[src/hdl/blocking_bounded_queue_unit_defines.svh]
// Assertion macros used by the bounded queue top level.
`ifndef BLOCKING_BOUNDED_QUEUE_UNIT_DEFINES_SVH
`define BLOCKING_BOUNDED_QUEUE_UNIT_DEFINES_SVH

// Check that cons holds in the same cycle whenever ante holds.
`define BBQ_ASSERT_IMPL(label, ante, cons, msg) \
  label: assert property (@(posedge clk_i) disable iff (!rst_ni) (ante) |-> (cons)) \
    else $error(msg);

// Check that cons holds in the cycle after ante holds.
`define BBQ_ASSERT_NEXT(label, ante, cons, msg) \
  label: assert property (@(posedge clk_i) disable iff (!rst_ni) (ante) |=> (cons)) \
    else $error(msg);

`endif

[src/hdl/bbq_pkg.sv]
// Types, codes and field widths of the bounded queue.
package bbq_pkg;

  localparam int TAG_W   = 8;
  localparam int WORD_W  = 64;
  localparam int LIMIT_W = 5;

  localparam logic [LIMIT_W-1:0] LIMIT_RESET = 5'd16;

  typedef enum logic [1:0] {
    REQ_PUT  = 2'd0,
    REQ_GET  = 2'd1,
    REQ_PEEK = 2'd2,
    REQ_END  = 2'd3
  } req_type_e;

  typedef enum logic [1:0] {
    KIND_PUT    = 2'd0,
    KIND_GET    = 2'd1,
    KIND_PEEK   = 2'd2,
    KIND_REJECT = 2'd3
  } done_kind_e;

  typedef enum logic [1:0] {
    ERR_NONE      = 2'd0,
    ERR_AFTER_END = 2'd1,
    ERR_POOL_FULL = 2'd2,
    ERR_RESERVED  = 2'd3
  } error_code_e;

  // Push/pop strobes into one ring.
  typedef struct packed {
    logic push;
    logic pop;
  } ring_ctl_t;

  typedef struct packed {
    logic [TAG_W-1:0]  done_tag;
    logic [1:0]        done_kind;
    logic              success;
    logic [WORD_W-1:0] out_data;
    logic [1:0]        error_code;
  } result_t;

  function automatic result_t mk_res(input logic [TAG_W-1:0] tag, input done_kind_e kind,
                                     input logic ok, input logic [WORD_W-1:0] data,
                                     input error_code_e err);
    result_t r;
    r.done_tag   = tag;
    r.done_kind  = kind;
    r.success    = ok;
    r.out_data   = data;
    r.error_code = err;
    return r;
  endfunction

endpackage

[src/hdl/bbq_channels.sv]
// Handshake channels of the bounded queue: requests, results, configuration.
interface bbq_req_if;
  logic                        valid;
  logic                        ready;
  logic [1:0]                  req_type;
  logic [bbq_pkg::TAG_W-1:0]   op_tag;
  logic [bbq_pkg::WORD_W-1:0]  item_data;

  modport source (output valid, req_type, op_tag, item_data, input ready);
  modport sink   (input valid, req_type, op_tag, item_data, output ready);
endinterface

interface bbq_rsp_if;
  logic                        valid;
  logic                        ready;
  logic [bbq_pkg::TAG_W-1:0]   done_tag;
  logic [1:0]                  done_kind;
  logic                        success;
  logic [bbq_pkg::WORD_W-1:0]  out_data;
  logic [1:0]                  error_code;
  logic                        last;

  modport source (output valid, done_tag, done_kind, success, out_data, error_code, last,
                  input ready);
  modport sink   (input valid, done_tag, done_kind, success, out_data, error_code, last,
                  output ready);
endinterface

interface bbq_cfg_if;
  logic                         valid;
  logic                         ready;
  logic [bbq_pkg::LIMIT_W-1:0]  queue_limit;

  modport source (output valid, queue_limit, input ready);
  modport sink   (input valid, queue_limit, output ready);
endinterface

[src/hdl/bbq_ring.sv]
// Circular buffer in a synchronous memory with a prefetched head word.
module bbq_ring #(
  parameter int WIDTH = 8,
  parameter int DEPTH = 8
) (
  input  logic                      clk_i,
  input  logic                      rst_ni,
  input  bbq_pkg::ring_ctl_t        ctl_i,
  input  logic [WIDTH-1:0]          push_data_i,
  output logic [$clog2(DEPTH+1)-1:0] count_o,
  output logic [WIDTH-1:0]          head_o
);

  localparam int PtrW = (DEPTH > 1) ? $clog2(DEPTH) : 1;
  localparam int CntW = $clog2(DEPTH + 1);

  logic [WIDTH-1:0] mem_q [DEPTH];
  logic [PtrW-1:0]  head_q, head_d, tail_q, tail_d;
  logic [CntW-1:0]  count_q, count_d;
  logic [WIDTH-1:0] rd_q, byp_data_q;
  logic             byp_q;

  function automatic logic [PtrW-1:0] ptr_inc(input logic [PtrW-1:0] p);
    return (p == PtrW'(DEPTH - 1)) ? '0 : p + PtrW'(1);
  endfunction

  always_comb begin
    head_d  = ctl_i.pop  ? ptr_inc(head_q) : head_q;
    tail_d  = ctl_i.push ? ptr_inc(tail_q) : tail_q;
    count_d = count_q + CntW'(ctl_i.push) - CntW'(ctl_i.pop);
  end

  always_ff @(posedge clk_i or negedge rst_ni) begin
    if (!rst_ni) begin
      head_q  <= '0;
      tail_q  <= '0;
      count_q <= '0;
    end else begin
      head_q  <= head_d;
      tail_q  <= tail_d;
      count_q <= count_d;
    end
  end

  // Read the next head every cycle; forward a write that lands on it.
  always_ff @(posedge clk_i) begin
    if (ctl_i.push) begin
      mem_q[tail_q] <= push_data_i;
    end
    rd_q       <= mem_q[head_d];
    byp_q      <= ctl_i.push && (tail_q == head_d);
    byp_data_q <= push_data_i;
  end

  assign head_o  = byp_q ? byp_data_q : rd_q;
  assign count_o = count_q;

endmodule

[src/hdl/blocking_bounded_queue_unit.sv]
// Top level of the bounded blocking queue with end-of-stream.
//
// Channels: req_i carries put, get, peek and end-of-stream requests; rsp_o
// returns result items, with last set on the final result of each request;
// cfg_i writes queue_limit (reset 16, 0 acts as 1, above QUEUE_DEPTH acts as
// QUEUE_DEPTH). Write it only while the block is idle.
// Timing: a result given as a request is taken is registered, then shows
// on rsp_o. While rsp_o does not stall: a request with one or no result,
// other than an end of stream with parked gets, frees the block for the
// next request at once, so one request per cycle is sustained; a request
// with two results (a put that serves a parked get, a get that frees a
// parked put) emits the second from ST_SECOND; an end of stream with
// parked gets fails them from ST_DRAIN, one per cycle. The rate is set by
// the single result register and the one-pop-per-cycle waiter ring heads.
// Words and parked tags sit in three ring memories with registered reads;
// each ring keeps its head word prefetched, forwarding a same-cycle write.
// Reset clears pointers, counts, the end flag and the output register; the
// memory contents are not cleared. While rsp_o stalls, the result register
// holds and no request is taken.
`include "blocking_bounded_queue_unit_defines.svh"

module blocking_bounded_queue_unit #(
  parameter int QUEUE_DEPTH   = 16,
  parameter int MAX_PRODUCERS = 8,
  parameter int MAX_CONSUMERS = 8,
  parameter int DATA_WIDTH    = 64
) (
  input  logic       clk_i,
  input  logic       rst_ni,
  bbq_req_if.sink    req_i,
  bbq_rsp_if.source  rsp_o,
  bbq_cfg_if.sink    cfg_i
);

  localparam int StoreDepth = QUEUE_DEPTH + MAX_PRODUCERS;
  localparam int ItemCntW   = $clog2(StoreDepth + 1);
  localparam int PutCntW    = $clog2(MAX_PRODUCERS + 1);
  localparam int GetCntW    = $clog2(MAX_CONSUMERS + 1);
  localparam int CmpW       = (ItemCntW > bbq_pkg::LIMIT_W) ? ItemCntW : bbq_pkg::LIMIT_W;

  typedef enum logic [1:0] {
    ST_IDLE,
    ST_SECOND,
    ST_DRAIN
  } state_e;

  state_e                        state_q;
  logic                          out_vld_q, last_q, ended_q;
  bbq_pkg::result_t              res_q, pend_q;
  logic [bbq_pkg::LIMIT_W-1:0]   limit_q;

  // Ring interfaces
  bbq_pkg::ring_ctl_t            item_ctl, pput_ctl, pget_ctl;
  logic [ItemCntW-1:0]           item_cnt;
  logic [PutCntW-1:0]            put_cnt;
  logic [GetCntW-1:0]            get_cnt;
  logic [DATA_WIDTH-1:0]         item_head, put_word;
  logic [bbq_pkg::TAG_W-1:0]     put_head, get_head;

  // Request decode
  logic                          slot_free, req_fire, cfg_fire;
  logic [CmpW-1:0]               lim_raw, lim_eff;
  logic                          full, item_empty, get_waiting, put_pool_full, get_pool_full;
  logic [bbq_pkg::WORD_W-1:0]    put_word_ext, head_word_ext;
  logic                          r1_vld, r2_vld, set_ended, go_drain;
  bbq_pkg::result_t              r1, r2, emit_res;
  logic                          emit_vld, emit_last, drain_pop, drain_last;

  assign slot_free   = !out_vld_q || rsp_o.ready;
  assign req_i.ready = (state_q == ST_IDLE) && slot_free;
  assign req_fire    = req_i.valid && req_i.ready;
  assign cfg_i.ready = 1'b1;
  assign cfg_fire    = cfg_i.valid && cfg_i.ready;

  // Clamp the limit into 1..QUEUE_DEPTH.
  assign lim_raw = CmpW'(limit_q);
  always_comb begin
    if (lim_raw == '0) begin
      lim_eff = CmpW'(1);
    end else if (lim_raw > CmpW'(QUEUE_DEPTH)) begin
      lim_eff = CmpW'(QUEUE_DEPTH);
    end else begin
      lim_eff = lim_raw;
    end
  end

  assign full          = CmpW'(item_cnt) >= lim_eff;
  assign item_empty    = (item_cnt == '0);
  assign get_waiting   = (get_cnt != '0);
  assign put_pool_full = (put_cnt == PutCntW'(MAX_PRODUCERS));
  assign get_pool_full = (get_cnt == GetCntW'(MAX_CONSUMERS));
  assign put_word      = DATA_WIDTH'(req_i.item_data);
  assign put_word_ext  = bbq_pkg::WORD_W'(put_word);
  assign head_word_ext = bbq_pkg::WORD_W'(item_head);

  assign drain_pop  = (state_q == ST_DRAIN) && slot_free;
  assign drain_last = (get_cnt == GetCntW'(1));

  // Decide the ring updates and up to two results of an accepted request.
  always_comb begin
    item_ctl  = '0;
    pput_ctl  = '0;
    pget_ctl  = '0;
    r1_vld    = 1'b0;
    r2_vld    = 1'b0;
    r1        = '0;
    r2        = '0;
    set_ended = 1'b0;
    go_drain  = 1'b0;
    if (req_fire) begin
      unique case (bbq_pkg::req_type_e'(req_i.req_type))
        bbq_pkg::REQ_PUT: begin
          r1_vld = 1'b1;
          if (ended_q) begin
            r1 = bbq_pkg::mk_res(req_i.op_tag, bbq_pkg::KIND_REJECT, 1'b0, '0,
                                 bbq_pkg::ERR_AFTER_END);
          end else if (full && put_pool_full) begin
            r1 = bbq_pkg::mk_res(req_i.op_tag, bbq_pkg::KIND_REJECT, 1'b0, '0,
                                 bbq_pkg::ERR_POOL_FULL);
          end else begin
            item_ctl.push = 1'b1;
            pput_ctl.push = full;
            r1_vld        = !full;
            r1 = bbq_pkg::mk_res(req_i.op_tag, bbq_pkg::KIND_PUT, 1'b0, '0,
                                 bbq_pkg::ERR_NONE);
            if (get_waiting) begin
              // Queue is empty here, so the served word is this put's own.
              pget_ctl.pop = 1'b1;
              item_ctl.pop = 1'b1;
              if (full) begin
                r1_vld = 1'b1;
                r1 = bbq_pkg::mk_res(get_head, bbq_pkg::KIND_GET, 1'b1, put_word_ext,
                                     bbq_pkg::ERR_NONE);
              end else begin
                r2_vld = 1'b1;
                r2 = bbq_pkg::mk_res(get_head, bbq_pkg::KIND_GET, 1'b1, put_word_ext,
                                     bbq_pkg::ERR_NONE);
              end
            end
          end
        end
        bbq_pkg::REQ_GET: begin
          if (item_empty && ended_q) begin
            r1_vld = 1'b1;
            r1 = bbq_pkg::mk_res(req_i.op_tag, bbq_pkg::KIND_GET, 1'b0, '0,
                                 bbq_pkg::ERR_NONE);
          end else if (item_empty || get_waiting) begin
            if (get_pool_full) begin
              r1_vld = 1'b1;
              r1 = bbq_pkg::mk_res(req_i.op_tag, bbq_pkg::KIND_REJECT, 1'b0, '0,
                                   bbq_pkg::ERR_POOL_FULL);
            end else begin
              pget_ctl.push = 1'b1;
            end
          end else begin
            item_ctl.pop = 1'b1;
            r1_vld = 1'b1;
            r1 = bbq_pkg::mk_res(req_i.op_tag, bbq_pkg::KIND_GET, 1'b1, head_word_ext,
                                 bbq_pkg::ERR_NONE);
            if (put_cnt != '0) begin
              pput_ctl.pop = 1'b1;
              r2_vld = 1'b1;
              r2 = bbq_pkg::mk_res(put_head, bbq_pkg::KIND_PUT, 1'b0, '0,
                                   bbq_pkg::ERR_NONE);
            end
          end
        end
        bbq_pkg::REQ_PEEK: begin
          r1_vld = 1'b1;
          if (item_empty || get_waiting) begin
            r1 = bbq_pkg::mk_res(req_i.op_tag, bbq_pkg::KIND_PEEK, 1'b0, '0,
                                 bbq_pkg::ERR_NONE);
          end else begin
            r1 = bbq_pkg::mk_res(req_i.op_tag, bbq_pkg::KIND_PEEK, 1'b1, head_word_ext,
                                 bbq_pkg::ERR_NONE);
          end
        end
        bbq_pkg::REQ_END: begin
          if (ended_q) begin
            r1_vld = 1'b1;
            r1 = bbq_pkg::mk_res(req_i.op_tag, bbq_pkg::KIND_REJECT, 1'b0, '0,
                                 bbq_pkg::ERR_AFTER_END);
          end else begin
            set_ended = 1'b1;
            go_drain  = get_waiting;
          end
        end
        default: begin
          r1_vld = 1'b0;
        end
      endcase
    end
    // Fail parked gets one per cycle after end of stream, while rsp_o does not stall.
    if (drain_pop) begin
      pget_ctl.pop = 1'b1;
    end
  end

  // Pick what enters the result register this cycle.
  always_comb begin
    emit_vld  = 1'b0;
    emit_res  = r1;
    emit_last = !r2_vld;
    unique case (state_q)
      ST_IDLE: begin
        emit_vld = r1_vld;
      end
      ST_SECOND: begin
        emit_vld  = slot_free;
        emit_res  = pend_q;
        emit_last = 1'b1;
      end
      ST_DRAIN: begin
        emit_vld  = slot_free;
        emit_res  = bbq_pkg::mk_res(get_head, bbq_pkg::KIND_GET, 1'b0, '0,
                                    bbq_pkg::ERR_NONE);
        emit_last = drain_last;
      end
      default: begin
        emit_vld = 1'b0;
      end
    endcase
  end

  always_ff @(posedge clk_i or negedge rst_ni) begin
    if (!rst_ni) begin
      state_q   <= ST_IDLE;
      out_vld_q <= 1'b0;
      last_q    <= 1'b0;
      res_q     <= '0;
      pend_q    <= '0;
      ended_q   <= 1'b0;
      limit_q   <= bbq_pkg::LIMIT_RESET;
    end else begin
      if (cfg_fire) begin
        limit_q <= cfg_i.queue_limit;
      end
      if (set_ended) begin
        ended_q <= 1'b1;
      end
      // Load a new result, or drop the old one once taken.
      if (emit_vld) begin
        out_vld_q <= 1'b1;
        res_q     <= emit_res;
        last_q    <= emit_last;
      end else if (rsp_o.ready) begin
        out_vld_q <= 1'b0;
      end
      unique case (state_q)
        ST_IDLE: begin
          if (req_fire) begin
            if (r2_vld) begin
              pend_q  <= r2;
              state_q <= ST_SECOND;
            end else if (go_drain) begin
              state_q <= ST_DRAIN;
            end
          end
        end
        ST_SECOND: begin
          if (slot_free) begin
            state_q <= ST_IDLE;
          end
        end
        ST_DRAIN: begin
          if (slot_free && drain_last) begin
            state_q <= ST_IDLE;
          end
        end
        default: begin
          state_q <= ST_IDLE;
        end
      endcase
    end
  end

  assign rsp_o.valid      = out_vld_q;
  assign rsp_o.done_tag   = res_q.done_tag;
  assign rsp_o.done_kind  = res_q.done_kind;
  assign rsp_o.success    = res_q.success;
  assign rsp_o.out_data   = res_q.out_data;
  assign rsp_o.error_code = res_q.error_code;
  assign rsp_o.last       = last_q;

  // Stored words, oldest first.
  bbq_ring #(
    .WIDTH (DATA_WIDTH),
    .DEPTH (StoreDepth)
  ) u_item_ring (
    .clk_i       (clk_i),
    .rst_ni      (rst_ni),
    .ctl_i       (item_ctl),
    .push_data_i (put_word),
    .count_o     (item_cnt),
    .head_o      (item_head)
  );

  // Tags of parked puts.
  bbq_ring #(
    .WIDTH (bbq_pkg::TAG_W),
    .DEPTH (MAX_PRODUCERS)
  ) u_put_ring (
    .clk_i       (clk_i),
    .rst_ni      (rst_ni),
    .ctl_i       (pput_ctl),
    .push_data_i (req_i.op_tag),
    .count_o     (put_cnt),
    .head_o      (put_head)
  );

  // Tags of parked gets.
  bbq_ring #(
    .WIDTH (bbq_pkg::TAG_W),
    .DEPTH (MAX_CONSUMERS)
  ) u_get_ring (
    .clk_i       (clk_i),
    .rst_ni      (rst_ni),
    .ctl_i       (pget_ctl),
    .push_data_i (req_i.op_tag),
    .count_o     (get_cnt),
    .head_o      (get_head)
  );

  `BBQ_ASSERT_IMPL(a_get_wait_empty, get_cnt != '0, item_cnt == '0, "parked get with stored words")
  `BBQ_ASSERT_IMPL(a_wait_exclusive, put_cnt != '0, get_cnt == '0, "puts and gets parked at once")
  `BBQ_ASSERT_IMPL(a_drain_has_get, state_q == ST_DRAIN, get_cnt != '0, "drain with no parked get")
  `BBQ_ASSERT_NEXT(a_result_shown, req_fire && r1_vld, rsp_o.valid, "accepted result not shown")

endmodule

[src/flat_wrapper.sv]
// flat-port wrapper written by rule: the top's interface ports become plain ports
module blocking_bounded_queue_unit_flat 
#(
  parameter int QUEUE_DEPTH   = 16,
  parameter int MAX_PRODUCERS = 8,
  parameter int MAX_CONSUMERS = 8,
  parameter int DATA_WIDTH    = 64
)
  (clk_i, rst_ni, req_i_valid, req_i_req_type, req_i_op_tag, req_i_item_data, req_i_ready, rsp_o_valid, rsp_o_done_tag, rsp_o_done_kind, rsp_o_success, rsp_o_out_data, rsp_o_error_code, rsp_o_last, rsp_o_ready, cfg_i_valid, cfg_i_queue_limit, cfg_i_ready);
  bbq_req_if req_i_i ();
  bbq_rsp_if rsp_o_i ();
  bbq_cfg_if cfg_i_i ();
  input  logic clk_i;
  input  logic rst_ni;
  input wire logic [$bits(req_i_i.valid)-1:0] req_i_valid;
  input wire logic [$bits(req_i_i.req_type)-1:0] req_i_req_type;
  input wire logic [$bits(req_i_i.op_tag)-1:0] req_i_op_tag;
  input wire logic [$bits(req_i_i.item_data)-1:0] req_i_item_data;
  output wire logic [$bits(req_i_i.ready)-1:0] req_i_ready;
  output wire logic [$bits(rsp_o_i.valid)-1:0] rsp_o_valid;
  output wire logic [$bits(rsp_o_i.done_tag)-1:0] rsp_o_done_tag;
  output wire logic [$bits(rsp_o_i.done_kind)-1:0] rsp_o_done_kind;
  output wire logic [$bits(rsp_o_i.success)-1:0] rsp_o_success;
  output wire logic [$bits(rsp_o_i.out_data)-1:0] rsp_o_out_data;
  output wire logic [$bits(rsp_o_i.error_code)-1:0] rsp_o_error_code;
  output wire logic [$bits(rsp_o_i.last)-1:0] rsp_o_last;
  input wire logic [$bits(rsp_o_i.ready)-1:0] rsp_o_ready;
  input wire logic [$bits(cfg_i_i.valid)-1:0] cfg_i_valid;
  input wire logic [$bits(cfg_i_i.queue_limit)-1:0] cfg_i_queue_limit;
  output wire logic [$bits(cfg_i_i.ready)-1:0] cfg_i_ready;
  assign req_i_i.valid = req_i_valid;
  assign req_i_i.req_type = req_i_req_type;
  assign req_i_i.op_tag = req_i_op_tag;
  assign req_i_i.item_data = req_i_item_data;
  assign req_i_ready = req_i_i.ready;
  assign rsp_o_valid = rsp_o_i.valid;
  assign rsp_o_done_tag = rsp_o_i.done_tag;
  assign rsp_o_done_kind = rsp_o_i.done_kind;
  assign rsp_o_success = rsp_o_i.success;
  assign rsp_o_out_data = rsp_o_i.out_data;
  assign rsp_o_error_code = rsp_o_i.error_code;
  assign rsp_o_last = rsp_o_i.last;
  assign rsp_o_i.ready = rsp_o_ready;
  assign cfg_i_i.valid = cfg_i_valid;
  assign cfg_i_i.queue_limit = cfg_i_queue_limit;
  assign cfg_i_ready = cfg_i_i.ready;
  blocking_bounded_queue_unit #(.QUEUE_DEPTH(QUEUE_DEPTH), .MAX_PRODUCERS(MAX_PRODUCERS), .MAX_CONSUMERS(MAX_CONSUMERS), .DATA_WIDTH(DATA_WIDTH)) u_core (.clk_i(clk_i), .rst_ni(rst_ni), .req_i(req_i_i), .rsp_o(rsp_o_i), .cfg_i(cfg_i_i));
endmodule
[config.mk]
export PLATFORM = sky130hd
export DESIGN_NAME = blocking_bounded_queue_unit_flat
export DESIGN_NICKNAME = d
export VERILOG_FILES = /design/src/hdl/bbq_pkg.sv /design/src/hdl/bbq_channels.sv /design/src/hdl/bbq_ring.sv /design/src/hdl/blocking_bounded_queue_unit.sv /design/src/flat_wrapper.sv
export VERILOG_INCLUDE_DIRS = /design/src /design/src/hdl
export SDC_FILE = /design/constraint.sdc
export NUM_CORES = 2
export LEC_CHECK = 0
export ABC_AREA = 0
export BUFFER_PORTS_ARGS = -buffer_cell sky130_fd_sc_hd__buf_4
export CORE_ASPECT_RATIO = 1.5
export CORE_UTILIZATION = 48
export CTS_CLUSTER_DIAMETER = 40
export DETAILED_ROUTE_END_ITERATION = 8
export PLACE_DENSITY_LB_ADDON = 0.15
export SKIP_LAST_GASP = 1
export SLEW_MARGIN = 20
export SYNTH_ARGS = -nofsm -noshare
export SYNTH_HDL_FRONTEND = slang
export SYNTH_SLANG_ARGS = --single-unit
[constraint.sdc]
create_clock -name clk_i -period 5.7 [get_ports clk_i]
set_input_delay 0 -clock clk_i [delete_from_list [all_inputs] [get_ports clk_i]]
set_output_delay 0 -clock clk_i [all_outputs]
set_load 0.02 [all_outputs]
# Word level (Yosys, flattened, before mapping)
# Memories as Yosys holds them, arrays and structs flattened. A register that Yosys moved wholly into a read port is not among the register bits.
# Index checks and enable logic that the tools add are counted.
# classes
add_sub_neg	12
reduce_logical	24
n_lt_le_gt_ge	2
n_eq_ne	21
n_mux	97
# ops
operator	count
$mux 77	16
$pmux 77 s2	2
$pmux 77 s4	1
$mux 67	1
$mux 64	1
$mux 1	47
$mux 5	5
$mux 2	10
$mux 3	6
$mux 8	2
$add 3x1->3 const B	4
$eq 3x3->1 const B	4
$add 5x1->5 const B	2
$eq 5x5->1 const B	2
$logic_not 5->1	2
$logic_and 1x1->1	9
$add 4x1->4	2
$eq 4x4->1 const B	2
$pmux 1 s2	4
$reduce_bool 4->1	2
$sub 4x1->4	2
$eq 2x2->1 const B	3
$eq 3x3->1	2
$pmux 2 s3	1
18 further kinds	24
# word_totals
out_inout_bits	81
inputBits	84
ramBits	1664
n_memories	3
regBits	274
elab_cells	188
# mem_list
name	depth	word_bits	read_ports	rd_clocked_by_memory_dff	wr	line	source
u_core.u_item_ring.mem_q	24	64	1	1	1	bbq_ring.sv:17	logic [WIDTH-1:0] mem_q [DEPTH];
u_core.u_get_ring.mem_q	8	8	1	1	1	bbq_ring.sv:17	
u_core.u_put_ring.mem_q	8	8	1	1	1	bbq_ring.sv:17	

# Logic depth before layout (Yosys ltp)
# depth
ltp_word	13
depth_mapped	20
mapped_depth_nobuf	20

# Cells and area by module
# From an unflattened synthesis, not the netlist that was laid out.
# unflattened
hier_cells	5119
area_unflattened_um2	81170.3
# modules_own_cells
mod	cells_each	area_per_inst_um2	instances
bbq_ring at u_core.u_item_ring	3847	65836.9	1
bbq_ring at u_core.u_get_ring ...	279	3871.2	2
blocking_bounded_queue_unit	714	7591.0	1

# Worst setup path after synthesis
# Ideal clock, no wire load.
# synth_timing
path_kind	reg2reg
from	reg u_core.limit_q, in the netlist u_core.lim_raw[3]
to	mem u_core.u_item_ring.mem_q[20][0] (netlist bit), enable pin
synth_period_minus_slack_ns	5.307
path_stages_with_launch	13
setup_slack_ns	0.393
setup_ns	0.487
arrival_time_ns	4.821
path_cell_list	dfrtp_1 > nor3_1 > nor2_1 > nor2_1 > ha_1 > nand2b_1 > a31oi_1 > o21a_1 > o21ai_0 > nor2_1 > clkbuf_1 > nand2_1 > nor2_1
# synth_via
elab_chain_cells	11
elab_cells_between_ends	12
cone_classes	2 x order compare; 8 x mux; 2 x reduce/logical
# synth_lines
element	line	source
start: declaration	blocking_bounded_queue_unit.sv:50	logic [bbq_pkg::LIMIT_W-1:0] limit_q;
start signal: assignment	blocking_bounded_queue_unit.sv:233	limit_q <= bbq_pkg::LIMIT_RESET;
start signal: assignment	blocking_bounded_queue_unit.sv:236	limit_q <= cfg_i.queue_limit;
$gt 5x5->1	blocking_bounded_queue_unit.sv:80	end else if (lim_raw > CmpW'(QUEUE_DEPTH)) begin
$mux 5	blocking_bounded_queue_unit.sv:80	
$mux 5 (*)	blocking_bounded_queue_unit.sv:78	if (lim_raw == '0) begin
$ge 5x5->1 (*)	blocking_bounded_queue_unit.sv:87	assign full = CmpW'(item_cnt) >= lim_eff;
$logic_and 1x1->1 (*)	blocking_bounded_queue_unit.sv:117	end else if (full && put_pool_full) begin
$mux 2 (*)	blocking_bounded_queue_unit.sv:117	
$mux 2 (*)	blocking_bounded_queue_unit.sv:114	if (ended_q) begin
$mux 1 (*)	blocking_bounded_queue_unit.sv:111	unique case (bbq_pkg::req_type_e'(req_i.req_type))
$mux 2 (*)	blocking_bounded_queue_unit.sv:110	if (req_fire) begin
$mux 1 (*)	bbq_ring.sv:47	if (ctl_i.push) begin
$mux 1 (not written as such) (*)	bbq_ring.sv:48	mem_q[tail_q] <= push_data_i;
end: declaration	bbq_ring.sv:17	
# Mark *: on every way between the ends. The rest lies on a longest branch, timed or not.

# Final worst setup path
# layout_timing
from	reg u_core.limit_q, in the netlist u_core.lim_raw[3]
to	reg u_core.u_item_ring.rd_q[9], read port of u_core.u_item_ring.mem_q
# layout_via
elab_chain_cells	10
elab_cells_between_ends	11
cone_classes	2 x order compare; 7 x mux; 2 x reduce/logical
# layout_lines
element	line	source
$gt 5x5->1	blocking_bounded_queue_unit.sv:80	
$mux 5	blocking_bounded_queue_unit.sv:80	
$mux 5 (*)	blocking_bounded_queue_unit.sv:78	
$ge 5x5->1 (*)	blocking_bounded_queue_unit.sv:87	
$logic_and 1x1->1 (*)	blocking_bounded_queue_unit.sv:117	
$mux 2 (*)	blocking_bounded_queue_unit.sv:117	
$mux 2 (*)	blocking_bounded_queue_unit.sv:114	
$pmux 1 s2 (*)	blocking_bounded_queue_unit.sv:111	
$mux 2 (*)	blocking_bounded_queue_unit.sv:110	
$mux 5 (*)	bbq_ring.sv:28	head_d = ctl_i.pop ? ptr_inc(head_q) : head_q;
end: declaration	bbq_ring.sv:20	logic [WIDTH-1:0] rd_q, byp_data_q;
# Marked as above.
# A chain may end at the register's enable or synchronous reset.

==> metrics.md <==
| Metric | Value |
|---|---|
| Startpoint types | `register` |
| Yosys top cell area share | `64.14%` |
| Leading post-synthesis cells by cell area | `edfxtp_1, mux2i_1, dfrtp_1, dfxtp_1, nand2_1` |
| Final Non-Filler Cells | `7,391` |
| Area delta synth->final | `15.69%` |
| Sequential area share after synthesis | `74.39%` |
| Final clock period utilization by the worst path | `80.23%` |
| Ys flop type | `edfxtp_1` |
| Required time of the critical path | `6410 ps` |
| Total Routing Usage GR | `26.10%` |
| Worst ir drop on vdd | `0.0004182 V` |
| Status | `complete, no violations` |
| Die X | `330.9 um` |
| Skew final | `26.48 ps` |
| Worst hold slack | `46.96 ps` |
| RR Endpoint | `u_core.u_item_ring.rd_q[9]` |
| Max-slew violations | `0` |
| Crit. Startpoint | `u_core.lim_raw[3]` |
| DRC violations left | `0` |
| Crit path to | `u_core.u_item_ring.rd_q[9]` |
| WL/cell | `28.90 um` |
| IO Count | `165` |
| HP Class | `input pin to register` |
| Clock tree buffer depth | `3` |
| Row cnt | `180` |
| Worst-margin pin slew | `1165 ps` |
| Pre-Repair DR Iteration Count | `5` |
| Syn. warnings | `0` |
| Pin count of the biggest net entering global routing | `118` |
| Most frequent cells in the layout | `edfxtp_1, mux2i_1, nand2_1` |
| CTS tree | `done` |
| Fill count | `12,660` |
| Total CTS buffers | `194` |
| Root Buffer | `clkbuf_16` |
| Initial antenna violation count | `2` |
| Crit path time final | `4573 ps` |
| First-pass GRT wire length | `308.1 mm` |
| Number of nets with antenna violations after routing | `0` |
| Clk pin slew, worst setup/hold paths | `60 ps` |
| RSZ-0062 raised after global routing | `false` |
| Synth unique cells | `75` |
| Crit Path Max Fanout | `76` |
| Syn_nets | `4,897` |
| FF+latch count, synth | `2,014` |
| R2R Setup Slk | `1130 ps` |
| Ys async rst share | `9.682%` |
| Relative slew margins | `22.35%` |
| Post-Syn Instances | `4,770` |
| Final setup violation count | `0` |
| Post-Place Cells | `6,868` |
| Fmax | `218.7 MHz` |
| Vias per inst | `5.965` |
| Initial DRC count | `3,704` |
| Number of global-route vias before repair | `44,190` |
| Commonest non-fill, non-tap cell in the layout | `edfxtp_1` |
| Critical Setup Path Class | `register to register` |
| Clock latency on the worst-skew pair | `840 ps` |
| H-Tree Depth | `4` |
| Port Buffers | `163` |
| RR Startpoint | `u_core.lim_raw[3]` |
| Post-synth EDFFs | `1,664` |
| Fin Setup TNS | `0 ps` |
| Endpoints failing hold | `0` |
| Die area | `163,900 sq um` |
| Grt ovf | `0` |
| Ratio of cells with drive above 1 in the final layout | `14.46%` |
| Place WS | `1203 ps` |
| CP arrival | `5280 ps` |
| Final worst slack | `1127 ps` |
| Number of setup buffers added after CTS | `0` |
| Cts repair resizes | `0` |
| PwrDens | `454.7 nW/um^2` |
| Via count | `44,090` |
| Endpoint class of the critical path | `register` |
| Die height | `495.4 um` |
| Post-DP HPWL | `114.6 mm` |
| Nets@finish | `5,253` |
| Static Leakage | `33.40 nW` |
| Avg Inst Size Synth | `16.33 sq um` |
| Final wirelength | `213.6 mm` |
| # clock sinks | `2,014` |
| RD Place Congestion | `0.8171` |
| Synth Cell Area | `77,900 sq um` |
| Core ar. | `160,800 sq um` |
| Starting Density | `48.44%` |
| R2R cell count | `15` |
| Area leader, netlist | `edfxtp_1` |
| Max cap viols | `0` |
worst max-delay path, stage by stage, from the launching register on:
cell,delay [ps]
dfrtp_1,390
nor3_1,190
nor2_1,60
nor2_1,90
ha_1,220
nand2b_1,140
a31oi_1,290
o21a_2,400
a2bb2oi_1,250
and2_1,650
inv_16,280
nand2_4,610
buf_4,340
o22ai_1,90
nor3_1,190
a211oi_1,90
timing repair:
| item | CTS | global route |
|---|---|---|
| setup endpoints to repair | 0 | 0 |
| hold buffers | 153 | 0 |
| endpoints found under the hold margin | 2098 | 0 |
sequential cells by signal, summed over array words and instances (netlist names), 64 cells and up:
name and count:
u_core.u_put_ring.mem_q 64, u_core.pend_q 73, u_core.u_item_ring.byp_data_q 64, u_core.u_item_ring.mem_q 1536, u_core.u_item_ring.rd_q 64, u_core.u_get_ring.mem_q 64
u_core.rsp_o.out_data 64
per-stage QoR:
stage	cell area, sq um	util, %	total power [W]
CTS	90110	56.04	0.04121
detailed placement	82090	51.05	0.02819
floorplan	77900	-	0.02442
global route	90120	56.05	0.04253
global placement	82070	51.03	0.02809
finish	90130	56.05	0.04098
metal layers:
metal	part of all wire (%)	track usage [%]	wire, um	vias to the layer above
li1	-	-	-	19300
met1	40	33.77	86430	22980
met2	52	45.81	110600	1501
met3	5.5	3.612	11810	307
met4	2.2	7.090	4732	2
met5	0.0061	0	13	-
layout make-up:
cell class                      count  area (sq um)  area share, %
Antenna cell                        2         5.005       0.005553
Clock buffer                      265          5416          6.010
Clock inverter                    101          1052          1.168
Inverter                           42         176.4         0.1957
Multi-Input combinational cell   2435         18760          20.82
Sequential cell                  2014         57960          64.30
Tap cell                         2093          2619          2.906
Timing Repair Buffer              439          4139          4.592
how the worst min path moves through the flow:
stage                                              endpoint  depth (start not counted)  slack [ps]                start
after floorplan                              u_core.ended_q                          0        -300               rst_ni
after global placement                    u_core.lim_raw[0]                          1          40               rst_ni
after detailed placement                  u_core.lim_raw[0]                          1          40               rst_ni
after CTS                 u_core.u_item_ring.byp_data_q[48]                          2         0.4  req_i_item_data[48]
after global routing      u_core.u_item_ring.byp_data_q[48]                          2          30  req_i_item_data[48]
final                     u_core.u_item_ring.byp_data_q[48]                          2          50  req_i_item_data[48]
report_power, final:
group	switching [W]	leakage [nW]	total (W)	internal (W)
registers	0.000665	18.7	0.0176	0.0169
logic	0.00648	11.5	0.0104	0.00395
clock network	0.00566	3.15	0.0130	0.00733
total	0.0128	33.4	0.0410	0.0282
Yosys cell counts (4+ instances only):
library cell and count:
buf_6 12, o221ai_1 64, o2bb2ai_1 63, nor3b_1 4
a222oi_1 8, buf_4 53, nand3_1 89, o211ai_1 10
a22oi_1 8, and2_1 6, dfrtp_1 194, mux2i_1 721
a21o_1 9, a22o_1 8, xor2_1 6, ha_1 40
nor2_1 203, nor3_1 76, buf_2 46, buf_1 30
a21oi_1 90, o21ai_0 100, a211oi_1 58, o22ai_1 199
dfxtp_1 155, edfxtp_1 1664, nand2b_1 9, nand2_1 405
mux4_2 63, nand4_1 4, clkbuf_1 137, inv_1 39
xnor2_1 15, a211oi_2 8, mux2_2 37, nor4_1 4
a221oi_1 76
logic make-up (layout without fill, tap and decap cells):
group / after synthesis / after routing / share of synthesized area, %
and+or+nand+nor: 823 / 823 / 4.472
adders and majority gates: 43 / 43 / 0.7196
other: 1 / 3 / 0.004814
xor gates and xnor gates: 22 / 22 / 0.2570
muxes: 825 / 825 / 11.70
DFF: 2014 / 2014 / 74.39
AOI/OAI and AO/OA: 721 / 721 / 6.450
buffers and inverters: 321 / 847 / 2.006
Power figures use the tool's default switching activity.
